==> config.mk <==
export PLATFORM = sky130hd
export DESIGN_NAME = sorted_list_merge_unit
export DESIGN_NICKNAME = d
export VERILOG_FILES = /design/src/rtl/core/slm_pkg.sv /design/src/rtl/core/slm_front.sv /design/src/rtl/core/slm_back.sv /design/src/rtl/core/sorted_list_merge_unit.sv
export SDC_FILE = /design/constraint.sdc
export NUM_CORES = 2
export LEC_CHECK = 0
export BUFFER_PORTS_ARGS = -buffer_cell sky130_fd_sc_hd__buf_2
export CAP_MARGIN = 20
export CORE_UTILIZATION = 42
export CTS_CLUSTER_DIAMETER = 150
export CTS_CLUSTER_SIZE = 16
export DETAILED_ROUTE_END_ITERATION = 7
export GPL_TIMING_DRIVEN = 0
export HOLD_SLACK_MARGIN = 0.12
export MAX_ROUTING_LAYER = met4
export RECOVER_POWER = 25
export SLEW_MARGIN = 20
export SYNTH_ARGS = -nofsm -noshare
export SYNTH_HDL_FRONTEND = slang
export SYNTH_SLANG_ARGS = --single-unit
==> constraint.sdc <==
create_clock -name clk_i -period 8.6 [get_ports clk_i]
set_clock_uncertainty 0.05 [all_clocks]
set_input_delay 0.86 -clock clk_i [delete_from_list [all_inputs] [get_ports clk_i]]
set_output_delay 0.86 -clock clk_i [all_outputs]
set_load 0.01 [all_outputs]
==> src/rtl/core/slm_pkg.sv <==
`default_nettype none
package slm_pkg;

  localparam int unsigned ValueW = 32;

  // request codes on the input channel
  localparam logic [1:0] REQ_APPEND_A = 2'd0;
  localparam logic [1:0] REQ_APPEND_B = 2'd1;
  localparam logic [1:0] REQ_MERGE    = 2'd2;

  // operations carried from the front queue to the back engine
  typedef enum logic [1:0] {
    OP_APPEND_A = 2'd0,
    OP_APPEND_B = 2'd1,
    OP_MERGE    = 2'd2
  } op_e;

  typedef struct packed {
    op_e                      op;
    logic signed [ValueW-1:0] value;
  } cmd_t;

  // handshake group between front and back
  typedef struct packed {
    logic valid;
    cmd_t cmd;
  } cmd_chan_t;

  typedef enum logic [2:0] {
    ST_IDLE = 3'b001,
    ST_LOAD = 3'b010,
    ST_RUN  = 3'b100
  } state_e;

endpackage
`default_nettype wire

==> src/rtl/core/slm_front.sv <==
`default_nettype none
module slm_front (
  input  wire logic                          clk_i,
  input  wire logic                          rst_ni,
  input  wire logic                          in_valid_i,
  output logic                               in_stall_o,
  input  wire logic [1:0]                    in_req_type_i,
  input  wire logic signed [slm_pkg::ValueW-1:0] in_value_i,
  output slm_pkg::cmd_chan_t                 cmd_o,
  input  wire logic                          cmd_ready_i
);
  import slm_pkg::*;

  cmd_t       q_mem [2];
  logic       wr_ptr_q, wr_ptr_d;
  logic       rd_ptr_q, rd_ptr_d;
  logic [1:0] fill_q, fill_d;
  logic       in_fire;
  logic       keep;
  logic       push;
  logic       pop;
  cmd_t       new_cmd;

  // classify the request; drop the unused code
  always_comb begin
    keep       = 1'b1;
    new_cmd.op = OP_APPEND_A;
    new_cmd.value = in_value_i;
    unique case (in_req_type_i)
      REQ_APPEND_A: new_cmd.op = OP_APPEND_A;
      REQ_APPEND_B: new_cmd.op = OP_APPEND_B;
      REQ_MERGE:    new_cmd.op = OP_MERGE;
      default:      keep = 1'b0;
    endcase
  end

  assign in_stall_o = (fill_q == 2'd2);
  assign in_fire    = in_valid_i && !in_stall_o;
  assign push       = in_fire && keep;
  assign pop        = cmd_o.valid && cmd_ready_i;

  assign cmd_o.valid = (fill_q != 2'd0);
  assign cmd_o.cmd   = q_mem[rd_ptr_q];

  // advance queue pointers
  always_comb begin
    wr_ptr_d = push ? ~wr_ptr_q : wr_ptr_q;
    rd_ptr_d = pop ? ~rd_ptr_q : rd_ptr_q;
    fill_d   = fill_q;
    if (push && !pop) begin
      fill_d = fill_q + 2'd1;
    end else if (pop && !push) begin
      fill_d = fill_q - 2'd1;
    end
  end

  always_ff @(posedge clk_i or negedge rst_ni) begin
    if (!rst_ni) begin
      wr_ptr_q <= 1'b0;
      rd_ptr_q <= 1'b0;
      fill_q   <= 2'd0;
    end else begin
      wr_ptr_q <= wr_ptr_d;
      rd_ptr_q <= rd_ptr_d;
      fill_q   <= fill_d;
    end
  end

  // hold queued commands
  always_ff @(posedge clk_i) begin
    if (push) begin
      q_mem[wr_ptr_q] <= new_cmd;
    end
  end

endmodule
`default_nettype wire

==> src/rtl/core/slm_back.sv <==
`default_nettype none
module slm_back #(
  parameter int unsigned SEQ_DEPTH = 32
) (
  input  wire logic                          clk_i,
  input  wire logic                          rst_ni,
  input  wire slm_pkg::cmd_chan_t            cmd_i,
  output logic                               cmd_ready_o,
  output logic                               out_valid_o,
  input  wire logic                          out_stall_i,
  output logic signed [slm_pkg::ValueW-1:0]  out_merged_value_o,
  output logic                               out_from_b_o,
  output logic                               out_both_empty_o,
  output logic                               out_last_o
);
  import slm_pkg::*;

  localparam int unsigned CntW = $clog2(SEQ_DEPTH + 1);
  localparam int unsigned IdxW = (SEQ_DEPTH > 1) ? $clog2(SEQ_DEPTH) : 1;
  localparam logic [CntW-1:0] Full = CntW'(SEQ_DEPTH);
  localparam logic [CntW-1:0] One  = CntW'(1);

  logic signed [ValueW-1:0] mem_a [SEQ_DEPTH];
  logic signed [ValueW-1:0] mem_b [SEQ_DEPTH];
  logic signed [ValueW-1:0] rd_a_q, rd_b_q;

  state_e          state_q, state_d;
  logic [CntW-1:0] cnt_a_q, cnt_a_d, cnt_b_q, cnt_b_d;
  logic [CntW-1:0] ia_q, ia_d, ib_q, ib_d;

  logic                     out_valid_q, out_valid_d;
  logic signed [ValueW-1:0] out_value_q, out_value_d;
  logic                     out_fb_q, out_fb_d;
  logic                     out_empty_q, out_empty_d;
  logic                     out_last_q, out_last_d;
  logic                     emit;

  logic out_free;
  logic cmd_fire;
  logic wr_a, wr_b;
  logic take_a;
  logic done;

  assign out_free    = !out_valid_q || !out_stall_i;
  assign cmd_ready_o = (state_q == ST_IDLE) && ((cmd_i.cmd.op != OP_MERGE) || out_free);
  assign cmd_fire    = cmd_i.valid && cmd_ready_o;
  assign wr_a = cmd_fire && (cmd_i.cmd.op == OP_APPEND_A) && (cnt_a_q < Full);
  assign wr_b = cmd_fire && (cmd_i.cmd.op == OP_APPEND_B) && (cnt_b_q < Full);

  // pick the smaller head; A wins ties
  assign take_a = (ia_q != cnt_a_q) && ((ib_q == cnt_b_q) || (rd_a_q <= rd_b_q));
  assign done   = take_a ? ((ia_q + One == cnt_a_q) && (ib_q == cnt_b_q))
                         : ((ib_q + One == cnt_b_q) && (ia_q == cnt_a_q));

  // sequence appends and merge steps
  always_comb begin
    state_d     = state_q;
    cnt_a_d     = cnt_a_q;
    cnt_b_d     = cnt_b_q;
    ia_d        = ia_q;
    ib_d        = ib_q;
    emit        = 1'b0;
    out_value_d = out_value_q;
    out_fb_d    = out_fb_q;
    out_empty_d = out_empty_q;
    out_last_d  = out_last_q;
    unique case (state_q)
      ST_IDLE: begin
        if (cmd_fire) begin
          unique case (cmd_i.cmd.op)
            OP_APPEND_A: if (wr_a) cnt_a_d = cnt_a_q + One;
            OP_APPEND_B: if (wr_b) cnt_b_d = cnt_b_q + One;
            OP_MERGE: begin
              ia_d = '0;
              ib_d = '0;
              if (cnt_a_q == '0 && cnt_b_q == '0) begin
                emit        = 1'b1;
                out_value_d = '0;
                out_fb_d    = 1'b0;
                out_empty_d = 1'b1;
                out_last_d  = 1'b1;
              end else begin
                state_d = ST_LOAD;
              end
            end
            default: ;
          endcase
        end
      end
      ST_LOAD: begin
        state_d = ST_RUN;
      end
      ST_RUN: begin
        if (out_free) begin
          emit        = 1'b1;
          out_empty_d = 1'b0;
          out_last_d  = done;
          out_fb_d    = !take_a;
          out_value_d = take_a ? rd_a_q : rd_b_q;
          if (take_a) begin
            ia_d = ia_q + One;
          end else begin
            ib_d = ib_q + One;
          end
          if (done) begin
            state_d = ST_IDLE;
            cnt_a_d = '0;
            cnt_b_d = '0;
            ia_d    = '0;
            ib_d    = '0;
          end
        end
      end
      default: state_d = ST_IDLE;
    endcase
    out_valid_d = emit || (out_valid_q && out_stall_i);
  end

  always_ff @(posedge clk_i or negedge rst_ni) begin
    if (!rst_ni) begin
      state_q     <= ST_IDLE;
      cnt_a_q     <= '0;
      cnt_b_q     <= '0;
      ia_q        <= '0;
      ib_q        <= '0;
      out_valid_q <= 1'b0;
    end else begin
      state_q     <= state_d;
      cnt_a_q     <= cnt_a_d;
      cnt_b_q     <= cnt_b_d;
      ia_q        <= ia_d;
      ib_q        <= ib_d;
      out_valid_q <= out_valid_d;
    end
  end

  // hold result payload
  always_ff @(posedge clk_i) begin
    out_value_q <= out_value_d;
    out_fb_q    <= out_fb_d;
    out_empty_q <= out_empty_d;
    out_last_q  <= out_last_d;
  end

  // sequence stores; read data tracks the next head index
  always_ff @(posedge clk_i) begin
    if (wr_a) begin
      mem_a[cnt_a_q[IdxW-1:0]] <= cmd_i.cmd.value;
    end
    rd_a_q <= mem_a[ia_d[IdxW-1:0]];
  end

  always_ff @(posedge clk_i) begin
    if (wr_b) begin
      mem_b[cnt_b_q[IdxW-1:0]] <= cmd_i.cmd.value;
    end
    rd_b_q <= mem_b[ib_d[IdxW-1:0]];
  end

  assign out_valid_o        = out_valid_q;
  assign out_merged_value_o = out_value_q;
  assign out_from_b_o       = out_fb_q;
  assign out_both_empty_o   = out_empty_q;
  assign out_last_o         = out_last_q;

endmodule
`default_nettype wire

==> src/rtl/core/sorted_list_merge_unit.sv <==
// Channel  Direction  Handshake              Payload
// in       input      in_valid_i/in_stall_o  in_req_type_i, in_value_i
// out      output     out_valid_o/out_stall_i out_merged_value_o, out_from_b_o,
//                                            out_both_empty_o, out_last_o
//
// Appends complete in the back engine's idle state; a two-entry command queue
// lets the input take up to two more transfers while a merge runs. If both are
// empty, merges emit one result; else a load state primes the registered store
// reads, then count_a + count_b results follow at one per cycle when unstalled.
// Reset clears both counts and the queue; the stores are not cleared.
// An output stall holds the result register and freezes the merge step.
`default_nettype none
module sorted_list_merge_unit #(
  parameter int unsigned SEQ_DEPTH = 32
) (
  input  wire logic                              clk_i,
  input  wire logic                              rst_ni,
  input  wire logic                              in_valid_i,
  output logic                                   in_stall_o,
  input  wire logic [1:0]                        in_req_type_i,
  input  wire logic signed [slm_pkg::ValueW-1:0] in_value_i,
  output logic                                   out_valid_o,
  input  wire logic                              out_stall_i,
  output logic signed [slm_pkg::ValueW-1:0]      out_merged_value_o,
  output logic                                   out_from_b_o,
  output logic                                   out_both_empty_o,
  output logic                                   out_last_o
);
  import slm_pkg::*;

  cmd_chan_t cmd;
  logic      cmd_ready;

  slm_front u_front (
    .clk_i         (clk_i),
    .rst_ni        (rst_ni),
    .in_valid_i    (in_valid_i),
    .in_stall_o    (in_stall_o),
    .in_req_type_i (in_req_type_i),
    .in_value_i    (in_value_i),
    .cmd_o         (cmd),
    .cmd_ready_i   (cmd_ready)
  );

  slm_back #(
    .SEQ_DEPTH (SEQ_DEPTH)
  ) u_back (
    .clk_i              (clk_i),
    .rst_ni             (rst_ni),
    .cmd_i              (cmd),
    .cmd_ready_o        (cmd_ready),
    .out_valid_o        (out_valid_o),
    .out_stall_i        (out_stall_i),
    .out_merged_value_o (out_merged_value_o),
    .out_from_b_o       (out_from_b_o),
    .out_both_empty_o   (out_both_empty_o),
    .out_last_o         (out_last_o)
  );

`ifndef NO_ASSERTIONS
  // empty merge gives a single zero result
  a_empty_result: assert property (@(posedge clk_i) disable iff (!rst_ni)
    out_valid_o && out_both_empty_o |->
      out_last_o && !out_from_b_o && (out_merged_value_o == '0))
    else $error("empty merge result malformed");

  // a merge run streams without gaps while the output drains
  a_run_no_gap: assert property (@(posedge clk_i) disable iff (!rst_ni)
    out_valid_o && !out_stall_i && !out_last_o |=> out_valid_o)
    else $error("merge run dropped a cycle");

  // queue head holds until the back engine takes it
  a_queue_hold: assert property (@(posedge clk_i) disable iff (!rst_ni)
    cmd.valid && !cmd_ready |=> cmd.valid && $stable(cmd.cmd))
    else $error("queued command changed before transfer");
`endif

endmodule
`default_nettype wire
==> PnR_summary.wiki <==
{| class="wikitable"
! Metric !! Value
|-
| Number of nets still failing antenna checks after routing || 0
|-
| Crit Reg-Reg Startpoint || u_back.rd_b_q[15]
|-
| Time the worst path needs with I/O delays and setup || 5.945 ns
|-
| Top-level I/O count || 75
|-
| Final Net Count || 5669
|-
| Hold Violations, Final || 0
|-
| Synthesized area per cell || 17.03 sq um
|-
| Std-Cell Rows || 168
|-
| Number of filler cells placed in the layout || 17685
|-
| Pin count of the biggest net entering global routing || 65
|-
| Setup slack of the worst register-to-register path || 2.65 ns
|-
| Count of buffers inserted at the top-level ports || 74
|-
| Clock input transition at the sequential cells of the worst setup and hold paths || 0.07 ns
|-
| #FFs+latches synth || 2247
|-
| Termination of the worst setup path || u_back.rd_a_q[14]
|-
| Worst min-delay path class || in -> reg
|-
| Maximum buffer depth of the clock tree || 3
|-
| Post-CTS Setup Bufs || 0
|-
| Class of the most critical setup path || reg -> reg
|-
| Total global-route track usage || 0.2301
|-
| Peak VDD IR || 0.2670 mV
|-
| Slew Limit Fails || 1212
|-
| Data arrival time of the worst path || 6.49 ns
|-
| Outcome || finished with violations
|-
| Die area || 214500 sq um
|-
| Initial DRC Count || 5229
|-
| Max-Slew Margin vs Limit || -1.121
|-
| Clock sink count || 2247
|-
| Synthesis warning total || 0
|-
| Number of nets in the synthesized netlist || 5326
|-
| Required time worst endpoint || 9.15 ns
|-
| Via total after detailed routing || 47956
|-
| Gate count after technology mapping || 5245
|-
| Kind of launch point of the worst setup path || flop
|-
| Overall routed net length || 245.0 mm
|-
| CTS tree || done
|-
| Library cell used as clock root buffer || clkbuf_16
|-
| Routed len/inst || 28.87 um
|-
| DP Wirelength || 173.6 mm
|-
| Max-Cap Viols || 26
|-
| Pwr per Cell Area || 260.4 nW/um^2
|-
| Reg2reg path depth || 18
|-
| Sum of overflow across all layers after global routing || 0
|-
| Total setup violations reported at the end of the flow || 0
|-
| Vias in the first global route || 46470
|-
| CP max FO || 10
|-
| Count of H-tree levels built during CTS || 4
|-
| Width of the die || 463.2 um
|-
| Distinct cell type count after synthesis || 80
|-
| Share of the clock period used by the worst path || 0.6913
|-
| Total power of the final layout || 26100 uW
|-
| Vias/cell || 5.650
|-
| Synthesis-to-finish area growth || 12.17%
|-
| Height of the die || 463.2 um
|-
| Number of buffers added by the clock tree synthesis step || 158
|-
| First-pass GRT wire length || 343.4 mm
|-
| Final GP Congestion || 0.9080
|-
| Total negative slack || 0 ns
|-
| Post-route DRC violation count || 0
|-
| Core Box Area || 210400 sq um
|-
| Sequential share of the synthesized area || 0.7464
|-
| Detailed Routing Iterations Pass 1 || 5
|-
| Worst-Skew Late Latency || 0.84 ns
|-
| Most frequently used flop master after synthesis || edfxtp_1
|-
| End of the worst register-to-register path || u_back.rd_a_q[14]
|-
| Number of antenna violations at the first check in global routing || 21
|-
| Achievable frequency || 0.1682 GHz
|-
| Actual transition at the worst max-transition pin || 3.182 ns
|-
| Setup crit start || u_back.rd_b_q[15]
|-
| Unrepaired setup endpoints after global routing || no
|-
| Initial cell density of the core || 0.4245
|-
| Type of destination of the critical path || flop
|-
| Post-synth ARST share || 0.01424
|-
| Violations in the final reports || capacitance limit, slew limit
|-
| Fraction of layout cells with a size suffix above 1 || 0.1081
|-
| Netlist area before placement || 89330 sq um
|-
| P_leak || 0.03514 uW
|-
| Number of flops mapped to enable cells by yosys || 2151
|}
==> kinds of logic after synthesis <==
kind of cell	after synthesis	synth area share
xor gates and xnor gates	25	0.002535
muxes	1205	0.1355
buffers and inverters	358	0.02227
and+or+nand+nor	756	0.03866
adders and majority gates	43	0.006023
DFF	2247	0.7464
AOI/OAI and AO/OA	611	0.04863
==> worst max-delay path, cell delays in order (launching register included) <==
cell      delay [ns]
dfxtp_1         0.33
inv_1           0.04
ha_1            0.35
nand4_1         0.29
nor4_1          0.49
a21boi_1        0.33
o31ai_2         0.18
a31oi_4         0.34
nor2_2          0.08
buf_4           0.23
nand4b_1        0.11
buf_2           0.43
and2_1          0.19
buf_4           0.21
buf_2           0.37
buf_2           0.33
a32oi_1         0.18
o22ai_1         0.92
nor4_1          0.26
==> synth_stat cells (all sizes together), types with 4 or more instances <==
| cell | instances | area (sq um) |
|---|---|---|
| a31oi | 4 | 55.05 |
| a21boi | 5 | 37.53 |
| nand2 | 487 | 1831 |
| a32oi | 117 | 1025 |
| nor2 | 92 | 350.3 |
| nor2b | 6 | 37.54 |
| dfxtp | 64 | 1281 |
| mux2 | 33 | 371.6 |
| mux2i | 1172 | 11730 |
| nor4 | 70 | 540.5 |
| a211oi | 4 | 30.03 |
| o22ai | 256 | 1629 |
| xnor2 | 17 | 156.4 |
| nand3 | 27 | 145.1 |
| nand2b | 6 | 37.54 |
| edfxtp | 2151 | 64590 |
| inv | 52 | 195.2 |
| a311oi | 6 | 52.55 |
| and2 | 9 | 58.81 |
| dfrtp | 31 | 775.7 |
| o211ai | 5 | 37.54 |
| a21oi | 51 | 255.2 |
| nor3 | 11 | 60.06 |
| o21ai | 19 | 95.09 |
| ha | 43 | 538.0 |
| xor2 | 8 | 70.07 |
| clkbuf | 78 | 292.8 |
| buf | 227 | 1496 |
| nand4 | 11 | 68.82 |
| nand3b | 11 | 82.58 |
| or3 | 7 | 43.79 |
| a22oi | 117 | 878.3 |
| a21o | 5 | 37.54 |
==> stage by stage <==
stage	setup slack [ns]	cells	instance area [sq um]	hold WS [ns]	utilization
final	2.655	8488	100200	0.1760	0.4762
after CTS	2.690	8474	100800	0.1279	0.4792
after floorplan	4.609	5245	89330	0.4088	-
after global placement	2.182	8124	93210	0.4262	0.4430
after detailed placement	2.683	8229	96340	0.4427	0.4579
after global routing	2.448	8477	100200	0.1366	0.4761
==> power breakdown <==
part           switching, uW  internal (uW)
registers                188          13700
logic                   3800           1280
clock network           3670           3470
==> metal layers <==
layer  up-vias  GRT usage  part of all wire
li1      21283          -                 -
met1     24658     0.3051              0.42
met2      1701     0.3623              0.47
met3       314    0.02774             0.063
met4         0    0.09061             0.046
met5         -          -                 0
==> worst min-delay path by stage <==
stage / start / end / depth (start not counted)
floorplan: u_front.fill_q[1] / u_front.fill_q[1] / 1
global placement: u_front.wr_ptr_q / u_front.wr_ptr_q / 1
detailed placement: u_front.fill_q[1] / u_front.fill_q[1] / 1
CTS: in_value_i[31] / u_front.q_mem[1][31] / 1
global route: in_value_i[11] / u_front.q_mem[1][11] / 1
finish: in_value_i[25] / u_front.q_mem[1][25] / 1
==> state kept, by name (all words and copies together) (netlist names) <==
name and cells:
u_front.fill_q 2, u_front.q_mem 68, u_back.out_last_o 1, u_back.out_from_b_o 1
u_back.cnt_b_q 6, u_back.ia_q 6, u_back.state_q 3, u_front.rd_ptr_q 1
u_back.rd_b_q 32, u_back.mem_b 1024, u_back.out_merged_value_o 32, u_back.out_both_empty_o 1
u_back.cnt_a_q 6, u_back.out_valid_o 1, u_front.wr_ptr_q 1, u_back.rd_a_q 32
u_back.mem_a 1024, u_back.ib_q 6
==> cell usage in the layout (no fill, tap or decap), drive strengths merged, types with 60 or more instances in the layout <==
cell type and instances:
edfxtp 2151, mux2i 1172, nand2 487, clkbuf 383, buf 330, o22ai 256
a22oi 117, a32oi 117, nor2 92, nor4 70, dfxtp 64, inv 60
==> final cells by class <==
type | instances | area, sq um | area share
flip-flops and latches | 2247 | 66680 | 0.6654
inverters | 53 | 200.2 | 0.001998
clock inverters | 12 | 171.4 | 0.001711
diodes | 14 | 35.03 | 0.0003496
multi-input cells | 2640 | 21150 | 0.2111
clock buffers | 229 | 4284 | 0.04275
plain buffers | 305 | 1789 | 0.01786
well taps | 2805 | 3510 | 0.03502
repair buffers | 183 | 2387 | 0.02382
==> timing repair <==
| item | 4_1_cts | 5_1_grt |
|---|---|---|
| hold buffers | 4 | 0 |
| resized for setup | 0 | 0 |
| hold endpoints to repair | 36 | 0 |
Note: power is estimated with default switching activity, not from simulation.
